## src/rtl/csd_pkg.sv

```systemverilog
`timescale 1ns / 1ps
// Shared types, constants and helpers of the cascade split distance block.
// Depends on nothing; every other file imports it.
package csd_pkg;

	localparam int NUM_W     = 50;
	localparam int DEN_W     = 32;
	localparam int CNT_W     = 5;
	localparam int LOG_W     = 29;
	localparam int FRAC_BITS = 24;
	localparam int QUEUE_DEPTH = 2;

	localparam logic [1:0] ST_OK     = 2'd0;
	localparam logic [1:0] ST_PLANES = 2'd1;
	localparam logic [1:0] ST_RANGE  = 2'd2;

	localparam logic [1:0] REG_NEAR   = 2'd0;
	localparam logic [1:0] REG_FAR    = 2'd1;
	localparam logic [1:0] REG_WEIGHT = 2'd2;
	localparam logic [1:0] REG_COUNT  = 2'd3;

	localparam logic [16:0] WEIGHT_ONE = 17'd65536;
	localparam logic [31:0] SAT_NEG    = 32'h8000_0000;
	localparam logic [NUM_W-1:0] TWO_POW_33 = NUM_W'(1) << 33;

	typedef struct packed {
		logic [31:0]      near_d;
		logic [31:0]      far_d;
		logic [16:0]      weight;
		logic [CNT_W-1:0] count;
		logic             planes_bad;
	} cfg_t;

	typedef struct packed {
		logic [31:0] near_b;
		logic [31:0] far_b;
		logic [31:0] scale;
		logic [31:0] offset;
	} entry_t;

	typedef struct packed {
		logic [2:0] idx;
		logic [1:0] status;
	} qitem_t;

	typedef struct packed {
		logic             start;
		logic [NUM_W-1:0] num;
		logic [DEN_W-1:0] den;
	} div_req_t;

	typedef struct packed {
		logic             done;
		logic [NUM_W-1:0] quo;
	} div_rsp_t;

	function automatic logic [31:0] neg_sat(input logic [NUM_W-1:0] q);
		logic [31:0] r;
		if (q >= NUM_W'(SAT_NEG)) r = SAT_NEG;
		else r = 32'd0 - q[31:0];
		return r;
	endfunction

endpackage

```

## src/rtl/csd_fifo.sv

```systemverilog
`timescale 1ns / 1ps
// Short queue between front and back end.
// Depends on csd_pkg.
module csd_fifo import csd_pkg::*; (
	input  logic   clk,
	input  logic   arst_n,
	input  logic   push,
	input  qitem_t push_item,
	input  logic   pop,
	output logic   full,
	output logic   not_empty,
	output qitem_t head
);

	localparam int PTR_W = $clog2(QUEUE_DEPTH);

	qitem_t         mem_q [QUEUE_DEPTH];
	logic [PTR_W-1:0] wr_q;
	logic [PTR_W-1:0] rd_q;
	logic [PTR_W:0]   cnt_q;

	assign full      = (cnt_q == (PTR_W+1)'(QUEUE_DEPTH));
	assign not_empty = (cnt_q != '0);
	assign head      = mem_q[rd_q];

	always_ff @(posedge clk or negedge arst_n) begin
		if (!arst_n) begin
			wr_q  <= '0;
			rd_q  <= '0;
			cnt_q <= '0;
		end else begin
			if (push) wr_q <= wr_q + PTR_W'(1);
			if (pop) rd_q <= rd_q + PTR_W'(1);
			if (push && !pop) cnt_q <= cnt_q + (PTR_W+1)'(1);
			else if (pop && !push) cnt_q <= cnt_q - (PTR_W+1)'(1);
		end
	end

	always_ff @(posedge clk) begin
		if (push) mem_q[wr_q] <= push_item;
	end

endmodule

```

## config.mk

```make
export PLATFORM = sky130hd
export DESIGN_NAME = csd_fifo
export DESIGN_NICKNAME = d
export VERILOG_FILES = /design/src/rtl/csd_pkg.sv /design/src/rtl/csd_fifo.sv
export SDC_FILE = /design/constraint.sdc
export NUM_CORES = 1
export LEC_CHECK = 0
export CORE_AREA = 8 8 45 47
export CTS_BUF_LIST = sky130_fd_sc_hd__clkbuf_4 sky130_fd_sc_hd__clkbuf_8 sky130_fd_sc_hd__clkbuf_16
export DETAILED_ROUTE_END_ITERATION = 7
export DIE_AREA = 0 0 53 55
export DONT_BUFFER_PORTS = 1
export MAX_ROUTING_LAYER = met4
export PLACE_DENSITY_LB_ADDON = 0.05
export SYNTH_ARGS = -nofsm -noshare
export SYNTH_HDL_FRONTEND = slang
export SYNTH_SLANG_ARGS = --single-unit
```

## constraint.sdc

```tcl
create_clock -name clk -period 3.12 [get_ports clk]
set_input_delay 0.468 -clock clk [delete_from_list [all_inputs] [get_ports clk]]
set_output_delay 0.468 -clock clk [all_outputs]
set_load 0.05 [all_outputs]
```

Yosys cells after proc, flatten, opt, wreduce, memory -nomap -nowiden
Memories as Yosys holds them, arrays and structs flattened.
Index checks and enable logic that the tools add are counted.
Word-level totals
  flip-flop bits (word level): 4
  memories kept: 1
  output and inout port bits: 7
  memory bits (writable): 10
  input bits: 9
Cells by class
  equality and inequality tests: 1
  reduce and logical (&&, ||, !) cells: 6
  $add $sub $neg: 4
  mux-type cells: 4
Memories
  mem_q: words 2, bits a word 5, rd ports 1, clocked after Yosys merged registers in 0, wr ports 1, line csd_fifo.sv:17  | qitem_t mem_q [QUEUE_DEPTH];
Operators by type and width (count)
  $mux 2: 2
  $reduce_bool 2->1: 2
  $add 1x1->1 const B: 2
  $add 2x1->2 const B: 1
  $eq 2x2->1 const B: 1
  $logic_and 1x1->1: 2
  $logic_not 1->1: 2
  $mux 1: 2
  $sub 2x1->2 const B: 1

Longest topological paths before layout
  word-level depth: 4
  mapped depth: 5
  depth with buffers taken out: 5

Worst setup path before layout
Ideal clock, no wire load.
  path type: reg-to-output
  start point: register rd_q
  end point: output port head[0] in the netlist's numbering
  path slack: 1.771 ns
  data required time: 2.652 ns
  cell stages (with the launch flop): 3
  arrival: 0.881 ns
  path through: dfrtp_1 buf_6 mux2_2
RTL lines
  start, declared: line csd_fifo.sv:19  | logic [PTR_W-1:0] rd_q;
  start signal, assigned: line csd_fifo.sv:33  | if (pop) rd_q <= rd_q + PTR_W'(1);
  end, declared: line csd_fifo.sv:12  | output qitem_t head

==> impl_metrics.env <==
export IMPL_synth_top_cell_by_area="edfxtp_1"
export IMPL_clock_skew_ps=5.630
export IMPL_grt_pass1_wl_um=1545
export IMPL_yosys_area_top_type_share_pct=53.69
export IMPL_viasPerCell=4.750
export IMPL_worstMarginPinSlew_ps=455.3
export IMPL_hold_path_class="primary input to register"
export IMPL_critPathArrivalTime_ps=1250
export IMPL_synth_xor_area_share_pct=7.830
export IMPL_synth_compound_area_share_pct=0
export IMPL_required_ps=2650
export IMPL_yosys_top_cells_count="edfxtp_1 (10), mux2_2 (5), dfrtp_1 (4), xor2_1 (4)"
export IMPL_postRouteAntennaNets=0
export IMPL_muxShareOfSynthArea_pct=10.07
export IMPL_cts_inserted_buffers=3
export IMPL_cts_resized=0
export IMPL_grt_usage_pct=7.622
export IMPL_synthAdderAreaFrac_pct=2.237
export IMPL_crit_buf_inv=0
export IMPL_antenna_cells=0
export IMPL_syn_to_final_growth_pct=8.725
export IMPL_synth_cell_types=13
export IMPL_netlist_area_um2=559.3
export IMPL_synth_top_family_by_area="multiplexers"
export IMPL_tritoncts="yes"
export IMPL_cts_buffer_depth=2
export IMPL_cts_root_buf="clkbuf_4"
export IMPL_max_freq_ghz=0.5812
export IMPL_drv_slew=0
export IMPL_crit_slowest_cell="mux2_2"
export IMPL_synth_seq_area_share_pct=71.59
export IMPL_status="completed"
export IMPL_drt_iter0_drc=1
export IMPL_critical_path_cell_chain="mux2_2"
export IMPL_drcViolationCount=0
export IMPL_clk_latency_ps=270
export IMPL_slew_headroom_pct=69.59
export IMPL_synth_cells=32
export IMPL_yosysMostFrequentCell="edfxtp_1"
export IMPL_post_route_min_period_ps=1720
export IMPL_slowest_delay_ps=500
export IMPL_avgSynthCellArea_um2=17.48
export IMPL_cts_sinks=14
export IMPL_critPathTopFamily="multiplexers"
export IMPL_ys_flop_type="edfxtp_1"
export IMPL_synth_edf_count=10
export IMPL_clk_pin_slew_ps=80
export IMPL_timing_rr_start="wr_q"
export IMPL_crit_type="register to primary output"
export IMPL_yosys_area_share_simple_pct=5.593
export IMPL_rsz0062_at_grt="no"
export IMPL_hp_start="push"
export IMPL_fin_ws_ps=1400
export IMPL_vias=247
export IMPL_endpoint_kind="primary output"
export IMPL_coreArea_um2=1384
export IMPL_cp_max_fo=6
export IMPL_dp_worst_setup_slack_ps=1680
export IMPL_async_reset_ff_share_pct=28.57
export IMPL_overflow=0
export IMPL_firstDrtPassIters=3
export IMPL_start_kind="register"
export IMPL_setup_viol_count_final=0
export IMPL_timing_setup_tns_ps=0
export IMPL_die_area_um2=2915
export IMPL_finalNetCount=47
export IMPL_synth_warnings=0
export IMPL_place_gp_congestion=0.7664
export IMPL_grt_pass1_vias=284
export IMPL_leakage_nw=0.2310
export IMPL_portBuffers=0
export IMPL_die_width_um=53
export IMPL_yosys_top_cells_area="edfxtp_1 (54%), dfrtp_1 (18%), mux2_2 (10%), xor2_1 (6.3%), ha_1 (2.2%)"
export IMPL_dp_hpwl_um=674.9
export IMPL_post_route_period_util_pct=55.14
export IMPL_routed_wl_um=875
export IMPL_io_pins=16
export IMPL_hold_viol_final=0
export IMPL_startpoint="rd_q"
export IMPL_post_cts_buffers=0
export IMPL_htreeDepth=1
export IMPL_start_util_pct=40.42
export IMPL_synth_seq_cells=14
export IMPL_drv_cap=0
export IMPL_final_layout_size_suffix_gt1_share_pct=30.56
export IMPL_grt_max_degree=9
export IMPL_synth_fp_nets=42
export IMPL_rows=14
export IMPL_post_drt_wl_per_cell_um=16.83
export IMPL_antenna_found_initial=0
export IMPL_die_y_um=55
export IMPL_vdd_drop_max_mv=0.5125
export IMPL_p_per_area_nw_per_um2=1084
==> per-layer routing <==
| metal | wire length [um] | global-route usage, % |
|---|---|---|
| met1 | 370 | 8.772 |
| met2 | 436 | 10.74 |
| met3 | 57 | 2.941 |
| met4 | 10 | 5.172 |
| met5 | 0 | - |
==> layout by cell type, fill, tap and decap left out <==
master / netlist / routed
and2_1: 1 / 1
and2b_2: 1 / 1
clkbuf_4: 0 / 4
dfrtp_1: 4 / 4
dlygate4sd3_1: 0 / 1
edfxtp_1: 10 / 10
ha_1: 1 / 1
inv_1: 1 / 1
mux2_2: 5 / 5
nor2_1: 1 / 1
nor2b_1: 1 / 1
or2_2: 1 / 1
xnor2_1: 1 / 1
xor2_1: 4 / 4
==> cells by family (layout without fill, tap and decap cells) <==
family        after synthesis  count (layout)
simple gates                5               5
flops                      14              14
buf+inv                     2               6
fa+ha+maj                   1               1
xor+xnor                    5               5
mux                         5               5
==> what timing repair did <==
action                                  CTS  global route
endpoints found under the setup margin    0             0
endpoints found under the hold margin     4             0
hold buffers                              1             0
==> flip-flops by register name, indices dropped and copies added (netlist names) <==
register	flops
rd_q	1
cnt_q	2
mem_q	10
wr_q	1
==> layout make-up <==
type / instances / area, um^2
Multi-Input combinational cell: 16 / 143.9
Fill cell: 134 / 775.7
Tap cell: 16 / 20.02
Timing Repair Buffer: 1 / 10.01
Clock buffer: 4 / 30.03
Sequential cell: 14 / 400.4
Inverter: 1 / 3.754
==> worst paths after layout <==
| kind | slack, ps | to | depth (start not counted) |
|---|---|---|---|
| min in group asynchronous | 460 | wr_q | 1 |
| setup reg to reg | 1980 | mem_q[0][1] | 1 |
| max in group asynchronous | 2470 | rd_q | 1 |
| hold reg to reg | 480 | cnt_q[1] | 1 |
| setup / recovery | 1400 | head[1] | 1 |
| hold / removal | 270 | wr_q | 1 |
==> report_power, final <==
| group | switching (mW) | internal, mW |
|---|---|---|
| combinational | 0.188 | 0.0651 |
| sequential | 0.0388 | 0.257 |
| clock | 0.0523 | 0.0582 |
==> metrics by stage <==
step | hold slack (ps) | cells | area (um^2) | utilization (%) | total power, mW
5_1_grt | 258.0 | 52 | 608.1 | 43.94 | 0.6990
4_1_cts | 262.3 | 52 | 608.1 | 43.94 | 0.6693
2_1_floorplan | 172.4 | 32 | 559.3 | - | 0.5437
6_report | 269.8 | 52 | 608.1 | 43.94 | 0.6590
3_3_place_gp | 172.6 | 47 | 568.0 | 41.05 | 0.5522
3_5_place_dp | 172.6 | 47 | 568.0 | 41.05 | 0.5552
(Power assumes the default switching activity.)
