--- src/rtl/csd_pkg.sv ---
`timescale 1ns / 1ps
// Shared types, constants and helpers of the cascade split distance block.
// Depends on nothing; every other file imports it.
package csd_pkg;

	localparam int NUM_W     = 50;
	localparam int DEN_W     = 32;
	localparam int CNT_W     = 5;
	localparam int LOG_W     = 29;
	localparam int FRAC_BITS = 24;
	localparam int QUEUE_DEPTH = 2;

	localparam logic [1:0] ST_OK     = 2'd0;
	localparam logic [1:0] ST_PLANES = 2'd1;
	localparam logic [1:0] ST_RANGE  = 2'd2;

	localparam logic [1:0] REG_NEAR   = 2'd0;
	localparam logic [1:0] REG_FAR    = 2'd1;
	localparam logic [1:0] REG_WEIGHT = 2'd2;
	localparam logic [1:0] REG_COUNT  = 2'd3;

	localparam logic [16:0] WEIGHT_ONE = 17'd65536;
	localparam logic [31:0] SAT_NEG    = 32'h8000_0000;
	localparam logic [NUM_W-1:0] TWO_POW_33 = NUM_W'(1) << 33;

	typedef struct packed {
		logic [31:0]      near_d;
		logic [31:0]      far_d;
		logic [16:0]      weight;
		logic [CNT_W-1:0] count;
		logic             planes_bad;
	} cfg_t;

	typedef struct packed {
		logic [31:0] near_b;
		logic [31:0] far_b;
		logic [31:0] scale;
		logic [31:0] offset;
	} entry_t;

	typedef struct packed {
		logic [2:0] idx;
		logic [1:0] status;
	} qitem_t;

	typedef struct packed {
		logic             start;
		logic [NUM_W-1:0] num;
		logic [DEN_W-1:0] den;
	} div_req_t;

	typedef struct packed {
		logic             done;
		logic [NUM_W-1:0] quo;
	} div_rsp_t;

	function automatic logic [31:0] neg_sat(input logic [NUM_W-1:0] q);
		logic [31:0] r;
		if (q >= NUM_W'(SAT_NEG)) r = SAT_NEG;
		else r = 32'd0 - q[31:0];
		return r;
	endfunction

endpackage

--- src/rtl/csd_back.sv ---
`timescale 1ns / 1ps
// Back end: looks up the table entry of the queued item and drives the result.
// Depends on csd_pkg.
module csd_back import csd_pkg::*; #(
	parameter int MAX_SPLITS = 8,
	localparam int IDX_W = (MAX_SPLITS > 1) ? $clog2(MAX_SPLITS) : 1
) (
	input  logic               clk,
	input  logic               arst_n,
	input  logic               queue_valid,
	input  qitem_t             head,
	input  entry_t             rd_entry,
	input  logic               out_stall,
	output logic               pop,
	output logic [IDX_W-1:0]   rd_addr,
	output logic               out_valid,
	output logic [31:0]        split_near,
	output logic [31:0]        split_far,
	output logic signed [31:0] depth_scale,
	output logic signed [31:0] depth_offset,
	output logic [1:0]         status
);

	logic out_valid_q;

	assign rd_addr   = IDX_W'(head.idx);
	assign pop       = queue_valid & (~out_valid_q | ~out_stall);
	assign out_valid = out_valid_q;

	always_ff @(posedge clk or negedge arst_n) begin
		if (!arst_n) out_valid_q <= 1'b0;
		else if (pop) out_valid_q <= 1'b1;
		else if (!out_stall) out_valid_q <= 1'b0;
	end

	always_ff @(posedge clk) begin
		if (pop) begin
			status <= head.status;
			if (head.status == ST_OK) begin
				split_near   <= rd_entry.near_b;
				split_far    <= rd_entry.far_b;
				depth_scale  <= rd_entry.scale;
				depth_offset <= rd_entry.offset;
			end else begin
				split_near   <= '0;
				split_far    <= '0;
				depth_scale  <= '0;
				depth_offset <= '0;
			end
		end
	end

endmodule

--- config.mk ---
export PLATFORM = sky130hd
export DESIGN_NAME = csd_back
export DESIGN_NICKNAME = d
export VERILOG_FILES = /design/src/rtl/csd_pkg.sv /design/src/rtl/csd_back.sv
export SDC_FILE = /design/constraint.sdc
export NUM_CORES = 1
export LEC_CHECK = 0
export BUFFER_PORTS_ARGS = -buffer_cell sky130_fd_sc_hd__buf_2
export CORE_UTILIZATION = 35
export CTS_CLUSTER_SIZE = 8
export DETAILED_ROUTE_END_ITERATION = 8
export PLACE_DENSITY_LB_ADDON = 0.25
export SLEW_MARGIN = 5
export SYNTH_ARGS = -nofsm -noshare
export SYNTH_HDL_FRONTEND = slang
export SYNTH_SLANG_ARGS = --single-unit
--- constraint.sdc ---
create_clock -name clk -period 11.18 [get_ports clk]
set_clock_uncertainty 0.1 [all_clocks]
set_input_delay 0.559 -clock clk [delete_from_list [all_inputs] [get_ports clk]]
set_output_delay 0.559 -clock clk [all_outputs]
set_load 0.1 [all_outputs]
Word-level counts from Yosys, hierarchy flattened
Cells that the tools add are included.

Equality and inequality tests: 1. Reductions and logical operators: 1. Multiplexer cells: 2. Bitwise gates (word level): 4.

Operators by type and width (count): $logic_not 2->1 (1); $mux 1 (2); $ne 2x1->1 const B (1); $not 1->1 (2); $and 1x1->1 (1); $or 1x1->1 (1).

Input port bits: 137. Register bits: 131. Word-level logic and storage cells: 14.

Logic depth before layout (Yosys ltp)
Gate-level depths: netlist of the first run.

Depth after elaboration: 4. Gate-level depth with buffers: 3. Gate-level depth less buffers: 1.

Worst setup path before layout of the first run
Ideal clock, no wire load.

Kind: reg-to-reg. Start: reg out_valid_q (netlist: out_valid). End: reg depth_offset[0] (enable). Slack: -2233 ps. Period minus slack after synthesis: 13413 ps. Library setup time: 924 ps. Arrival: 12389 ps. Required time: 10156 ps. Cell stages (with the launch flop): 2. Cell sequence: dfrtp_1 -> a21boi_0.

Cells in the longest elaborated chain, start to end: 3.

RTL lines: start, declared (RTL line csd_back.sv:24) `logic out_valid_q;`; start signal, assigned (RTL line csd_back.sv:31) `if (!arst_n) out_valid_q <= 1'b0;`; start signal, assigned (RTL line csd_back.sv:32) `else if (pop) out_valid_q <= 1'b1;`; start signal, assigned (RTL line csd_back.sv:33) `else if (!out_stall) out_valid_q <= 1'b0;`; $not 1->1 (RTL line csd_back.sv:27) `assign pop = queue_valid & (~out_valid_q | ~out_stall);`; $or 1x1->1 (RTL line csd_back.sv:27); $and 1x1->1 (RTL line csd_back.sv:27); via pop (RTL line csd_back.sv:14) `output logic pop,`; end signal, assigned (RTL line csd_back.sv:43) `depth_offset <= rd_entry.offset;`; end, declared (RTL line csd_back.sv:20) `output logic signed [31:0] depth_offset,`.

The timed path passes the listed nets, and every way through them passes these cells. A chain may end at the register's enable or synchronous reset.

Worst setup path after layout of the first run
Start: reg out_valid_q (netlist: out_valid). End: out pop.

Cells in the longest elaborated chain, start to end: 3.

RTL lines (RTL line): $not 1->1 (csd_back.sv:27); $or 1x1->1 (csd_back.sv:27); $and 1x1->1 (csd_back.sv:27); end, declared (csd_back.sv:14).

Every way passes these cells.

==> results of run 1 <==
synth_stat cells, drive strengths merged:
master	count
edfxtp	130
buf	31
a21boi	1
nor3b	128
a21o	1
dfrtp	1
logic make-up after synthesis:
group / count (synthesis) / synth area share (%)
AOI/OAI and AO/OA: 2 / 0.257
buffers and inverters: 31 / 5.62
DFF: 131 / 67.4
and+or+nand+nor: 128 / 26.8
worst min-delay path by stage:
stage	cells after the start	start	end	slack, ns
floorplan	0	arst_n	out_valid	0.16
global placement	1	arst_n	out_valid	0.23
detailed placement	1	arst_n	out_valid	0.24
CTS	2	queue_valid	out_valid	0.23
global route	2	queue_valid	out_valid	0.24
finish	2	queue_valid	out_valid	0.25
registers in the layout, indices dropped and copies added (netlist names):
| signal | cells |
|---|---|
| depth_offset | 32 |
| status | 2 |
| split_far | 32 |
| split_near | 32 |
| out_valid | 1 |
| depth_scale | 32 |
cell type report:
cell class,count,area [um^2]
clock buffers,18,429
repair buffers,270,1380
clock inverters,14,209
multi-input cells,130,1590
flip-flops and latches,131,3930
fillers,1435,8250
well taps,216,270
worst max-delay path: stages (launching register included):
cell	delay (ns)
dfrtp_1	0.42
a21boi_4	0.15
buf_4	0.62
buf_2	0.56
layer usage:
layer / up-vias / GRT usage, % / part of all wire [%]
li1: 1642 / - / -
met1: 1653 / 15.9 / 37
met2: 179 / 23.7 / 49
met3: 20 / 7.31 / 12
met4: 2 / 7.37 / 1.7
met5: - / 0 / 0.10
per-stage QoR:
stage / worst slack, ns / total power [uW]
final: 8.31 / 1470
after global routing: 8.18 / 1520
after CTS: 8.25 / 1490
after detailed placement: 8.34 / 883
after floorplan: 1.95 / 847
after global placement: 8.40 / 880
report_power, final:
part / switching, uW / internal [uW]
registers: 6.24 / 571
clock network: 208 / 395
logic: 239 / 53.2
total: 454 / 1020
==> impl_metrics.py, run 1 <==
metrics = {
    "placed_design": {
        "dp_hpwl_um": 8310,
        "placed_area_um2": 7160,
        "dp.cells": 746,
        "place_congestion": 0.699,
        "port_buffers": 265,
    },
    "logic_synthesis": {
        "synth-seq-area-share_pct": 67.4,
        "synth_cell_type_count": 9,
        "yosys_warnings": 0,
        "ys_top_cells_by_area": "edfxtp_1, nor3b_2, buf_6",
        "avgSynthCellArea_um2": 20.0,
        "synth_area_um2": 5830,
        "syn-instance-count": 292,
        "synth_top_area_share_pct": 66.9,
        "synth-seq-cells": 131,
        "yosysTopAreaCell": "edfxtp_1",
        "syn_nets": 429,
    },
    "sta": {
        "finalSetupTns_ns": 0,
        "finalCritPeriodShare_pct": 25.7,
        "finalSetupViolCount": 0,
        "timing.fmax_mhz": 348,
        "hold_ws_ns": 0.251,
        "max_slew_margin_pct": 32.3,
        "rsz0062_at_grt": "false",
        "finalCriticalPeriod_ns": 2.87,
        "max_slew.worst_pin.slew_ns": 1.02,
        "hold_viol_final": 0,
        "maxSlewViolCount": 0,
    },
    "final_layout": {
        "final_cell_mix": "buf_2, edfxtp_1, nor3b_2",
        "drive_gt1_share_pct": 74.2,
        "finish.utilization_pct": 48.6,
        "instances_no_fill": 779,
        "final_common_cell": "buf_2",
        "antenna_cells": 0,
        "stdcell_area_um2": 7800,
        "final_net_count": 687,
        "area_delta_synth_final_pct": 33.8,
    },
    "setup_path": {
        "worst_r2r_path_depth": 3,
        "critPathArrivalTime_ns": 2.22,
        "critPathLaunch": "out_valid",
        "startpoint_type": "flop",
        "worstReg2RegStart": "out_valid",
        "required_ns": 10.52,
        "rr_endpoint": "split_far[3]",
        "path_max_fanout": 63,
        "r2r_setup_slack_ns": 8.63,
        "cp-end-kind": "output pin",
        "endpoint": "pop",
        "crit_type": "reg -> out",
    },
    "detailed_routing": {
        "viasPerCell": 4.49,
        "wl_um": 12500,
        "wire_per_inst_um": 16.1,
        "ant_nets": 0,
        "dr.first_iter.drc_count": 118,
        "dr.pass1.iters": 4,
        "num_vias": 3496,
        "route.detailed.drc": 0,
    },
    "clock_tree": {
        "worstSkewPairLatency_ns": 0.41,
        "h-tree-depth": 4,
        "cts_root_buffer": "clkbuf_16",
        "cts_inserted_buffers": 17,
        "cts.sinks": 131,
        "clkTransAtPathRegs_ns": 0.06,
        "cts_resized": 0,
        "post-cts-setup-buffers": 0,
        "cts_tree": "built",
        "clockBufferDepth": 2,
        "ctsHoldBuffers": 1,
    },
    "floorplan": {
        "row_count": 46,
        "die_w_um": 131,
        "die_h_um": 131,
        "core_um2": 16100,
        "die-area_um2": 17200,
        "start_util_pct": 36.3,
        "ios": 272,
    },
    "worst_hold_path": {
        "hold_path.class": "in -> reg",
    },
    "global_routing": {
        "grt_antenna_before_repair": 1,
        "grt_overflow": 0,
        "grt_pass1_vias": 3592,
        "grt_pass1_wl_um": 18300,
        "gr-usage-all-layers_pct": 14.6,
        "grt_max_degree": 70,
    },
    "pwr": {
        "power_density_nw_per_um2": 189,
        "irDropWorstVdd_mv": 0.0910,
        "p_leak_uw": 0.00312,
    },
    "run_status": {
        "outcome": "complete, no violations",
    },
    "flow_run": {
        "drv_cap": 0,
    },
}
Note: power is estimated with default switching activity, not from simulation.
==> run 2, diff against run 1 <==
clock period = 3 ns   (was 11.18 ns; I/O delays follow)
==> run 2 against run 1 <==
Effect of this change: die area did not move; total power grew to 3.7 times the previous value; non-clock buffer count increased by 129; via count is 14% higher; global-route usage up 1.6 points; critical path depth down 1; clock-buffer cell count is 2 higher; final cell count is 17% higher; sequential power rose to 3.7 times the previous value; critical path type unchanged; critical endpoint unchanged; largest cell class unchanged.
==> impl_metrics.py, run 2 (synthesis gave the netlist of run 1 again) <==
metrics = {
    "run_status": {
        "outcome": "complete, no violations",
    },
    "clock_tree": {
        "worstSkewPairLatency_ns": 0.40,
        "cts_inserted_buffers": 17,
        "clockBufferDepth": 2,
        "cts.sinks": 131,
        "h-tree-depth": 4,
        "clkTransAtPathRegs_ns": 0.06,
        "post-cts-setup-buffers": 0,
        "cts_tree": "built",
        "cts_root_buffer": "clkbuf_16",
    },
    "sta": {
        "max_slew_margin_pct": 51.2,
        "finalSetupViolCount": 0,
        "max_slew.worst_pin.slew_ns": 0.732,
        "finalCriticalPeriod_ns": 2.20,
        "timing.fmax_mhz": 455,
        "rsz0062_at_grt": "false",
        "finalSetupTns_ns": 0,
        "maxSlewViolCount": 0,
        "finalCritPeriodShare_pct": 73.2,
        "hold_ws_ns": 0.00774,
        "hold_viol_final": 0,
    },
    "global_routing": {
        "grt_antenna_before_repair": 0,
        "grt_overflow": 0,
        "grt_max_degree": 66,
        "gr-usage-all-layers_pct": 16.2,
        "grt_pass1_vias": 4114,
        "grt_pass1_wl_um": 20500,
    },
    "floorplan": {
        "die-area_um2": 17200,
        "row_count": 46,
        "start_util_pct": 36.3,
        "die_h_um": 131,
        "die_w_um": 131,
        "ios": 272,
        "core_um2": 16100,
    },
    "final_layout": {
        "area_delta_synth_final_pct": 55.9,
        "final_cell_mix": "buf_2, edfxtp_1, dlygate4sd3_1",
        "drive_gt1_share_pct": 61.3,
        "final_common_cell": "buf_2",
        "final_net_count": 816,
        "antenna_cells": 0,
        "instances_no_fill": 908,
        "finish.utilization_pct": 56.6,
    },
    "detailed_routing": {
        "ant_nets": 0,
        "route.detailed.drc": 0,
        "dr.first_iter.drc_count": 142,
        "num_vias": 3983,
        "viasPerCell": 4.39,
        "dr.pass1.iters": 4,
        "wire_per_inst_um": 15.7,
        "wl_um": 14200,
    },
    "setup_path": {
        "slowest_delay_ns": 0.54,
        "cp-end-kind": "output pin",
        "critPathBufInv": 1,
        "startpoint_type": "flop",
        "crit_family": "buffers and inverters",
        "worst_r2r_path_depth": 2,
        "crit_type": "reg -> out",
        "critPathArrivalTime_ns": 1.95,
        "crit_chain": "a21boi_4 -> buf_2",
        "required_ns": 2.75,
        "worstSetupPathDepth": 2,
        "path_max_fanout": 13,
        "slowest_stage": "buf_2",
    },
    "placed_design": {
        "port_buffers": 265,
        "place_congestion": 0.702,
        "dp_hpwl_um": 9120,
        "dp.cells": 753,
    },
    "worst_hold_path": {
        "hold_depth": 2,
        "hold_path.class": "in -> reg",
    },
    "pwr": {
        "irDropWorstVdd_mv": 0.349,
        "power_density_nw_per_um2": 605,
        "p_leak_uw": 0.00366,
    },
    "flow_run": {
        "drv_cap": 0,
    },
}
-- run 2: changes by cell type in the layout (fill, tap and decap cells not counted), sizes merged --
cell         previous run  this run
dlygate4sd3             1       123
buf                   269       276
clkbuf                 18        20
inv                     2         0
bufinv                  5         4
clkinv                  6         7
-- run 2: per-stage QoR --
| stage | total power (uW) | setup WS, ns | instance area (um^2) |
|---|---|---|---|
| global placement | 3300 | 1.15 | 7260 |
| floorplan | 3140 | -0.968 | 5850 |
| global route | 5690 | 0.695 | 9090 |
| detailed placement | 3310 | 1.11 | 7260 |
| CTS | 5560 | 0.727 | 9090 |
| finish | 5500 | 0.804 | 9090 |
-- run 2: timing repair --
action / CTS / global route
hold buffers: 123 / 0
gates resized for setup: 0 / 0
hold endpoints to repair: 121 / 0
-- run 2: final timing paths --
check	start	endpoint	slack, ns
hold reg to reg	out_valid	depth_offset[22]	0.68
max in group asynchronous	arst_n	out_valid	2.17
setup reg to reg	out_valid	depth_offset[23]	1.15
hold / removal	rd_entry[87]	split_far[23]	0.008
setup / recovery	out_valid	pop	0.80
min in group asynchronous	arst_n	out_valid	0.51
-- run 2: area by class of cell --
cell class	instances	area (um^2)
clock buffer	20	437
clock inverter	12	163
fill	1282	6970
multi-input combinational	130	1590
sequential	131	3930
tap	216	270
timing repair buffer	399	2700
-- run 2: per-layer routing --
layer	part of all wire, %	vias up	GRT usage [%]
met5	0	-	0
met1	38	1895	17.6
met4	2.2	0	7.71
li1	-	1899	-
met2	52	168	28.4
met3	7.4	21	5.44
-- run 2: where the power goes --
group	switching, uW	internal [uW]
logic	923	316
clock network	733	1380
registers	24.2	2130
-- run 2: worst reg2reg max path, cell delays in order, from the launching register on --
cell,delay (ns)
dfrtp_4,0.50
a21boi_4,0.50
buf_12,0.37
