**config.mk**
```make
export PLATFORM = sky130hd
export DESIGN_NAME = csd_front
export DESIGN_NICKNAME = d
export VERILOG_FILES = /design/src/rtl/csd_pkg.sv /design/src/rtl/csd_front.sv
export SDC_FILE = /design/constraint.sdc
export NUM_CORES = 1
export LEC_CHECK = 0
export BUFFER_PORTS_ARGS = -buffer_cell sky130_fd_sc_hd__buf_2
export CAP_MARGIN = 10
export CORE_AREA = 2 2 39 41
export DETAILED_ROUTE_END_ITERATION = 6
export DIE_AREA = 0 0 41 43
export PLACE_DENSITY = 0.95
export RECOVER_POWER = 25
export SLEW_MARGIN = 0
export SYNTH_ARGS = -nofsm -noshare
export SYNTH_HDL_FRONTEND = slang
export SYNTH_SLANG_ARGS = --single-unit
```
**constraint.sdc**
```tcl
create_clock -name vclk -period 3.1
set_input_delay 0.62 -clock vclk [all_inputs]
set_output_delay 0.62 -clock vclk [all_outputs]
set_load 0.03 [all_outputs]
```
**src/rtl/csd_pkg.sv**
```systemverilog
`timescale 1ns / 1ps
// Shared types, constants and helpers of the cascade split distance block.
// Depends on nothing; every other file imports it.
package csd_pkg;

	localparam int NUM_W     = 50;
	localparam int DEN_W     = 32;
	localparam int CNT_W     = 5;
	localparam int LOG_W     = 29;
	localparam int FRAC_BITS = 24;
	localparam int QUEUE_DEPTH = 2;

	localparam logic [1:0] ST_OK     = 2'd0;
	localparam logic [1:0] ST_PLANES = 2'd1;
	localparam logic [1:0] ST_RANGE  = 2'd2;

	localparam logic [1:0] REG_NEAR   = 2'd0;
	localparam logic [1:0] REG_FAR    = 2'd1;
	localparam logic [1:0] REG_WEIGHT = 2'd2;
	localparam logic [1:0] REG_COUNT  = 2'd3;

	localparam logic [16:0] WEIGHT_ONE = 17'd65536;
	localparam logic [31:0] SAT_NEG    = 32'h8000_0000;
	localparam logic [NUM_W-1:0] TWO_POW_33 = NUM_W'(1) << 33;

	typedef struct packed {
		logic [31:0]      near_d;
		logic [31:0]      far_d;
		logic [16:0]      weight;
		logic [CNT_W-1:0] count;
		logic             planes_bad;
	} cfg_t;

	typedef struct packed {
		logic [31:0] near_b;
		logic [31:0] far_b;
		logic [31:0] scale;
		logic [31:0] offset;
	} entry_t;

	typedef struct packed {
		logic [2:0] idx;
		logic [1:0] status;
	} qitem_t;

	typedef struct packed {
		logic             start;
		logic [NUM_W-1:0] num;
		logic [DEN_W-1:0] den;
	} div_req_t;

	typedef struct packed {
		logic             done;
		logic [NUM_W-1:0] quo;
	} div_rsp_t;

	function automatic logic [31:0] neg_sat(input logic [NUM_W-1:0] q);
		logic [31:0] r;
		if (q >= NUM_W'(SAT_NEG)) r = SAT_NEG;
		else r = 32'd0 - q[31:0];
		return r;
	endfunction

endpackage

```
**src/rtl/csd_front.sv**
```systemverilog
`timescale 1ns / 1ps
// Front end: accepts an index, classifies it and pushes it to the queue.
// Depends on csd_pkg.
module csd_front import csd_pkg::*; (
	input  logic       in_valid,
	input  logic [2:0] sub_index,
	input  cfg_t       cfg,
	input  logic       engine_busy,
	input  logic       queue_full,
	output logic       in_stall,
	output logic       push,
	output qitem_t     push_item
);

	assign in_stall = engine_busy | queue_full;
	assign push     = in_valid & ~in_stall;

	always_comb begin
		push_item.idx = sub_index;
		if ({2'b0, sub_index} >= cfg.count) push_item.status = ST_RANGE;
		else if (cfg.planes_bad) push_item.status = ST_PLANES;
		else push_item.status = ST_OK;
	end

endmodule

```
---- Word-level counts from Yosys, hierarchy flattened ----
Cells that the tools add are included.
word-level totals
  output and inout port bits .............. 7
  register bits ........................... 0
  input port bits ......................... 93
cells by class
  order comparisons ....................... 1
  muxes and demuxes ....................... 2
  bitwise operators ....................... 3
operators with widths
  operator                      number
  >= comparator 3 x 5 -> 1 bit  1
  2-to-1 mux 2 bit              1
  AND 1 bit                     1
  2-to-1 mux 1 bit              1
  NOT 1 bit                     1
  OR 1 bit                      1

---- Longest topological paths before layout ----
Gate-level depths: netlist of the first run.
  depth after elaboration ................. 3
  mapped depth ............................ 5
  mapped depth without buffers ............ 5

---- Worst setup path before layout of the first run ----
Ideal clock, no wire load.
  kind .................................... input -> output
  start point ............................. input cfg[3] in the netlist's numbering
  end point ............................... output push_item[0] in the netlist's numbering
  data required time ...................... 2480 ps
  stages .................................. 5
  setup slack ............................. 667 ps
  arrival time ............................ 1813 ps
  cell sequence ........................... inv_1 > ha_1 > a21oi_1 > o21ai_1 > a21boi_0
RTL lines
  item         line             RTL
  from (decl)  csd_front.sv:7   input cfg_t cfg,
  to (decl)    csd_front.sv:12  output qitem_t push_item

==> out/qor.yml, run 1 <==
worst_setup_path_start_kind: "input port"
remaining_drcs: 0
final_net_count: 133
whs_ps: 1510
largest_net_degree_at_the_start_of_global_routing: 3
drv.max_cap_violation_count: 0
fp.coreArea_um2: 1380
postCtsSetupBuffers: 0
cpLargestDelayFamily: "buffers and inverters"
antenna_cells: 0
power.static_leakage_nw: 0.138
worst_ir_drop_on_vdd_v: 0.0000519
critPathRequiredTime_ps: 2480
worst_path_max_delay_cell: "sky130_fd_sc_hd__ha_1"
finalSetupViolCount: 0
timing.critical_path.slowest_cell_delay_ps: 280
power.sequential.fraction_pct: 0
final_global_route_overflow_total: 0
via_cell_ratio: 3.12
post_cts.resized_instances: 0
cp_max_fo: 2
top_level_ports: 100
crit_path_arrival_time_ps: 1630
clkbuf_count: 0
sequential_cell_total: 0
power-per-cell-area_nw_per_um2: 151
hold-path-cell-count: 2
p_int_uw: 13.2
tns_ps: 0
critical_path_class: "input port to primary output"
synthesis.nets: 115
routedWlPerCell_um: 7.33
fill_cells: 155
vias: 159
antenna_found_initial: 0
first_pass_grt_wire_length_um: 531
max_freq_mhz: 445
unrepaired_setup_endpoints_after_global_routing: "false"
path_cells: "buf_2 -> inv_1 -> ha_1 -> nor2b_1 -> o21ai_1 -> a21boi_0 -> buf_2"
timing.critical_path.from: "sub_index[0]"
syn2layout_area_growth_pct: 73.7
run_status: "completed"
switching_share_pct: 59.2
postSynthAreaPerCell_um2: 6.52
period_share_pct: 72.5
worst_pin_slew_ps: 357
place.detailed.hpwl_um: 359
switching_power_uw: 19.2
number_of_global_route_vias_before_repair: 135
area_of_the_die_um2: 1760
ys_top_cells_by_area: "sky130_fd_sc_hd__ha_1 30%, sky130_fd_sc_hd__buf_4 18%, sky130_fd_sc_hd__inv_1 12%"
synth.yosys.warnings: 0
cts_hold_repair.buffers: 0
initial_core_utilization_pct: 8.95
final_layout_size_suffix_gt1_share_pct: 54.3
synth_seq_area_share_pct: 0
wl_um: 374
met3_track_demand_over_resource_in_global_routing_pct: 1.57
synth_largest_type_area_fraction_pct: 30.3
grt_util_met2_pct: 5.63
gp_routability_congestion: 0.651
port_buffers: 19
comb_power_share_pct: 100.0
finalHoldViolations: 0
timing.critical_path.to_type: "primary output"
max-slew-margin-rel_pct: 76.3
std_cell_rows: 14
critical_path.most_common_cell: "sky130_fd_sc_hd__buf_2"
period_needed_ps: 2250
grtUsageTotal_pct: 4.10
drt_first_pass_iters: 1
floorplan.die.width_um: 41
hold_wc_path_type: "input port to primary output"
synth_area_leader_cell: "sky130_fd_sc_hd__ha_1"
hold_path_sink: "push_item[4]"
drtIter0Drc: 0
timing.final.max_slew_violations: 0
grt.busiest_layer: "met1"
detailed_place.area_um2: 216
seq_area_um2: 0
synth_area_um2: 124
grt.met1_usage_pct: 6.33
ant_nets: 0
timing.hold.worst.start: "sub_index[2]"
cp.buffers_inverters: 3
fin_area_um2: 215
die_h_um: 43
synthesis.instances: 19
share_clk_of_total_power_pct: 0
yosysUniqueCellTypes: 11
## routing by layer
| metal | vias up | part of all wire (%) |
|---|---|---|
| met3 | 0 | 26 |
| met1 | 52 | 49 |
| li1 | 88 | - |
| met4 | 0 | 0 |
| met5 | - | 0 |
| met2 | 19 | 24 |
## placed cells by master, fill, tap and decap left out
| cell | count |
|---|---|
| sky130_fd_sc_hd__or2_1 | 1 |
| sky130_fd_sc_hd__a21boi_0 | 1 |
| sky130_fd_sc_hd__ha_1 | 3 |
| sky130_fd_sc_hd__buf_2 | 18 |
| sky130_fd_sc_hd__clkbuf_1 | 1 |
| sky130_fd_sc_hd__inv_1 | 4 |
| sky130_fd_sc_hd__a21oi_1 | 1 |
| sky130_fd_sc_hd__o21ai_1 | 1 |
| sky130_fd_sc_hd__nor2_1 | 2 |
| sky130_fd_sc_hd__nand2_1 | 1 |
| sky130_fd_sc_hd__and2_2 | 1 |
| sky130_fd_sc_hd__nor2b_1 | 1 |
## final cells by class
| type | count | area [µm²] | area share (%) |
|---|---|---|---|
| Inverter | 4 | 15.0 | 6.98 |
| Multi-Input combinational cell | 12 | 86.3 | 40.1 |
| Tap cell | 16 | 20.0 | 9.30 |
| Timing Repair Buffer | 19 | 93.8 | 43.6 |
## how the worst max path moves through the flow
stage,endpoint,slack [ps],cells past startpoint
after floorplan,push_item[0],670,5
after global placement,push_item[0],900,6
after detailed placement,push_item[0],860,7
after CTS,push_item[0],850,7
after global routing,push_item[0],750,7
final,push_item[0],850,7
## metrics by stage
stage          cells  power [mW]  worst slack [ps]  utilization, %
6_report          51      0.0325               853            15.6
5_1_grt           51      0.0362               748            15.6
4_1_cts           51      0.0332               848            15.6
3_5_place_dp      51      0.0330               864            15.6
3_3_place_gp      51      0.0319               904            15.6
2_1_floorplan     19      0.0221               667               -
## power groups by stage
stage               sequential [mW]  combinational [mW]  clock, mW
CTS                               0              0.0332          0
global route                      0              0.0362          0
finish                            0              0.0325          0
detailed placement                0              0.0330          0
floorplan                         0              0.0221          0
global placement                  0              0.0319          0
## kinds of logic after synthesis
logic type | after synthesis | share of synthesized area (%)
adders and majority gates | 3 | 30.3
AOI/OAI and AO/OA | 3 | 14.1
buffers and inverters | 7 | 30.3
and+or+nand+nor | 6 | 25.3
## Yosys cell counts (all sizes together)
cell and count:
inv 4, buf 3, ha 3, nor2 2, a21boi 1, a21oi 1
and2 1, nand2 1, nor2b 1, o21ai 1, or2 1
Note: power is estimated with default switching activity, not from simulation.
==> run 2, diff against run 1 <==
- clock period: 3.1 -> 1.85 ns (I/O delays scaled with it)
==> run 2 against run 1 <==
Net effect: cell count stayed put; critical path depth is 1 lower; utilization stayed put; combinational power is 70% higher; total power is 71% higher; routed wire length is 1.1% lower; clock-buffer cell count stayed put; sequential cell count stayed put; die area stayed put; global-route usage is 0.10 points lower; non-clock buffer count stayed put.
==> out/qor.yml, run 2 (synthesis results as in run 1) <==
place_inst: 51
path_cells: "buf_2 -> ha_1 -> a21oi_1 -> o21ai_1 -> a21boi_1 -> buf_2"
die_h_um: 43
timing.final.max_slew_violations: 0
run_status: "completed"
via_cell_ratio: 3.41
tns_ps: 0
final_global_route_overflow_total: 0
critical_path.most_common_cell: "sky130_fd_sc_hd__buf_2"
seq_area_um2: 0
period_needed_ps: 1690
power.static_leakage_nw: 0.138
finalSetupViolCount: 0
unrepaired_setup_endpoints_after_global_routing: "false"
final_layout_size_suffix_gt1_share_pct: 54.3
port_buffers: 19
place.detailed.hpwl_um: 357
stdcell_count: 51
remaining_drcs: 0
grtUsageTotal_pct: 4.00
detailed_place.area_um2: 216
finalHoldViolations: 0
hold_wc_path_type: "input port to primary output"
wl_um: 370
power-per-cell-area_nw_per_um2: 257
worst_pin_slew_ps: 362
sequential_cell_total: 0
most_common_library_cell_in_the_layout_ignoring_fill_and_taps: "sky130_fd_sc_hd__buf_2"
fp.coreArea_um2: 1380
fill_cells: 157
cp.buffers_inverters: 2
fin_area_um2: 215
final_net_count: 133
critical_path_class: "input port to primary output"
drtIter0Drc: 0
timing.critical_path.to_type: "primary output"
postCtsSetupBuffers: 0
cts_hold_repair.buffers: 0
top_level_ports: 100
std_cell_rows: 14
worst_ir_drop_on_vdd_v: 0.0000951
floorplan.die.width_um: 41
number_of_global_route_vias_before_repair: 129
first_pass_grt_wire_length_um: 517
worst_setup_path_start_kind: "input port"
vias: 174
area_of_the_die_um2: 1760
critPathRequiredTime_ps: 1480
clkbuf_count: 0
layout_common_cells: "18 x sky130_fd_sc_hd__buf_2, 4 x sky130_fd_sc_hd__inv_1, 3 x sky130_fd_sc_hd__ha_1"
drv.max_cap_violation_count: 0
drt_first_pass_iters: 1
max_freq_mhz: 591
gp_routability_congestion: 0.628
antenna_found_initial: 0
cp_max_fo: 2
cpLargestDelayFamily: "compound AO/OA/AOI/OAI gates"
timing.critical_path.slowest_cell_delay_ps: 300
syn2layout_area_growth_pct: 73.7
initial_core_utilization_pct: 8.95
crit_path_arrival_time_ps: 1320
largest_net_degree_at_the_start_of_global_routing: 3
antenna_cells: 0
power_uw: 55.4
max-slew-margin-rel_pct: 76.0
ant_nets: 0
worst_path_max_delay_cell: "sky130_fd_sc_hd__ha_1"
routedWlPerCell_um: 7.25
post_cts.resized_instances: 0
period_share_pct: 91.5
run 2: routing by layer:
layer	part of all wire [%]	global-route usage, %	vias up
met5	0	0	-
met4	0	0	0
met3	15	0	0
met2	28	6.25	19
met1	57	6.33	67
li1	-	-	88
run 2: final timing paths:
check | start | to | slack, ps | cells after the start
max | sub_index[2] | push_item[0] | 160 | 6
min | sub_index[1] | push_item[3] | 1010 | 2
run 2: per-stage QoR:
| stage | utilization (%) | hold slack (ps) | setup WS (ps) |
|---|---|---|---|
| floorplan | - | 872 | 149 |
| global placement | 15.6 | 1010 | 179 |
| detailed placement | 15.6 | 1010 | 138 |
| CTS | 15.6 | 1010 | 139 |
| global route | 15.6 | 1020 | 77.0 |
| finish | 15.6 | 1010 | 157 |
run 2: power breakdown:
part / total (mW) / switching (mW) / internal [mW]
combinational: 0.0554 / 0.0328 / 0.0226
clock: 0 / 0 / 0
sequential: 0 / 0 / 0
run 2: final cells by class:
class	instances	area (µm²)	area share, %
inverters	4	15.0	6.98
multi-input cells	12	86.3	40.1
well taps	16	20.0	9.30
repair buffers	19	93.8	43.6
==> run 3, diff against run 2 <==
- ABC_AREA: not set -> 1
- CORE_AREA: 2 2 39 41 -> not set
- CORE_UTILIZATION: not set -> 10
- DIE_AREA: 0 0 41 43 -> not set
==> run 3 against run 2 <==
Net effect: final area is 10% higher; sequential share of layout area did not move; routed wire length is 14% lower.
==> out/qor.yml, run 3 <==
run_status: "completed"
synthesis.instances: 23
postCtsSetupBuffers: 0
worst_setup_path_start_kind: "input port"
ys_top_cells_by_area: "sky130_fd_sc_hd__ha_1 25%, sky130_fd_sc_hd__inv_1 18%, sky130_fd_sc_hd__buf_4 15%"
cpLargestDelayFamily: "buffers and inverters"
stdcell_count: 54
port_buffers: 19
cp_max_fo: 2
synth_most_common_cell: "sky130_fd_sc_hd__inv_1"
timing.critical_path.slowest_cell_delay_ps: 310
power.static_leakage_nw: 0.160
grtUsageTotal_pct: 3.94
die_h_um: 40.4
grt.busiest_layer: "met2"
seq_area_um2: 0
crit_path_arrival_time_ps: 1330
met3_track_demand_over_resource_in_global_routing_pct: 0
first_pass_grt_wire_length_um: 455
max-slew-margin-rel_pct: 76.3
final_global_route_overflow_total: 0
hold_path_sink: "push_item[4]"
drt_first_pass_iters: 1
floorplan.die.width_um: 40.4
drv.max_cap_violation_count: 0
initial_core_utilization_pct: 11.1
timing.critical_path.to_type: "primary output"
whs_ps: 1010
antenna_found_initial: 0
unrepaired_setup_endpoints_after_global_routing: "false"
tns_ps: 0
worst_pin_slew_ps: 357
largest_net_degree_at_the_start_of_global_routing: 3
worst_path_max_delay_cell: "sky130_fd_sc_hd__ha_1"
drtIter0Drc: 0
timing.hold.worst.start: "sub_index[2]"
top_level_ports: 100
fill_cells: 158
cp.buffers_inverters: 2
period_share_pct: 91.8
std_cell_rows: 13
synth_area_leader_cell: "sky130_fd_sc_hd__ha_1"
synth_area_um2: 148
synth_largest_type_area_fraction_pct: 25.4
period_needed_ps: 1700
final_net_count: 137
critical_path_class: "input port to primary output"
clkbuf_count: 0
yosysUniqueCellTypes: 10
timing.final.max_slew_violations: 0
synthesis.nets: 119
worst_ir_drop_on_vdd_v: 0.0000679
grt.met1_usage_pct: 3.85
layout_common_cells: "18 x sky130_fd_sc_hd__buf_2, 7 x sky130_fd_sc_hd__inv_1, 3 x sky130_fd_sc_hd__nand2_1, 3 x sky130_fd_sc_hd__ha_1, 2 x sky130_fd_sc_hd__a21oi_2"
number_of_global_route_vias_before_repair: 141
max_freq_mhz: 589
post_cts.resized_instances: 0
sequential_cell_total: 0
postSynthAreaPerCell_um2: 6.42
ys_top_cells_by_count: "7 x sky130_fd_sc_hd__inv_1, 3 x sky130_fd_sc_hd__buf_4, 3 x sky130_fd_sc_hd__ha_1, 3 x sky130_fd_sc_hd__nand2_1, 2 x sky130_fd_sc_hd__a21oi_2"
area_of_the_die_um2: 1630
routedWlPerCell_um: 5.89
most_common_library_cell_in_the_layout_ignoring_fill_and_taps: "sky130_fd_sc_hd__buf_2"
remaining_drcs: 0
cts_hold_repair.buffers: 0
gp_routability_congestion: 0.573
place_inst: 54
syn2layout_area_growth_pct: 61.0
hold-path-cell-count: 2
final_layout_size_suffix_gt1_share_pct: 59.0
critPathRequiredTime_ps: 1480
ant_nets: 0
fp.coreArea_um2: 1330
finalSetupViolCount: 0
worst-path-stages: 6
wl_um: 318
antenna_cells: 0
via_cell_ratio: 3.31
vias: 179
grt_util_met2_pct: 9.13
synth.yosys.warnings: 0
path_cells: "buf_2 -> ha_1 -> a21oi_2 -> nand2_1 -> a21oi_2 -> buf_2"
synth_seq_area_share_pct: 0
power-per-cell-area_nw_per_um2: 263
finalHoldViolations: 0
place.detailed.hpwl_um: 316
hold_wc_path_type: "input port to primary output"
==> run 3: final cells by class <==
class,instances,area (µm²),area share (%)
repair buffers,19,93.8,39.5
inverters,7,26.3,11.1
well taps,15,18.8,7.89
multi-input cells,13,98.8,41.6
==> run 3: per-stage QoR <==
stage | power (mW) | setup WS [ps] | cell area [µm²] | utilization [%]
2_1_floorplan | 0.0450 | 187 | 148 | -
3_3_place_gp | 0.0617 | 160 | 239 | 17.9
3_5_place_dp | 0.0638 | 135 | 239 | 17.9
4_1_cts | 0.0641 | 130 | 239 | 17.9
5_1_grt | 0.0701 | 47.9 | 238 | 17.8
6_report | 0.0625 | 152 | 238 | 17.8
==> run 3: logic make-up after synthesis <==
logic type,synth area share [%]
AOI/OAI and AO/OA,17.0
adders and majority gates,25.4
and+or+nand+nor,24.6
buffers and inverters,33.1
==> run 3: power breakdown <==
group,internal [mW],switching [mW]
logic,0.0252,0.0372
registers,0,0
clock network,0,0
total,0.0252,0.0372
==> run 3: per-layer routing <==
| layer | wire length (µm) | up-vias |
|---|---|---|
| met3 | 34 | 0 |
| met5 | 0 | - |
| met2 | 155 | 15 |
| met1 | 128 | 67 |
| li1 | - | 97 |
| met4 | 0 | 0 |
==> run 3: worst max-delay path by stage <==
stage / slack [ps] / from / endpoint
6_report: 150 / sub_index[2] / push_item[0]
5_1_grt: 50 / sub_index[2] / push_item[0]
4_1_cts: 130 / sub_index[2] / push_item[0]
3_5_place_dp: 130 / sub_index[2] / push_item[0]
3_3_place_gp: 160 / sub_index[2] / push_item[0]
2_1_floorplan: 190 / cfg[3] / push_item[1]
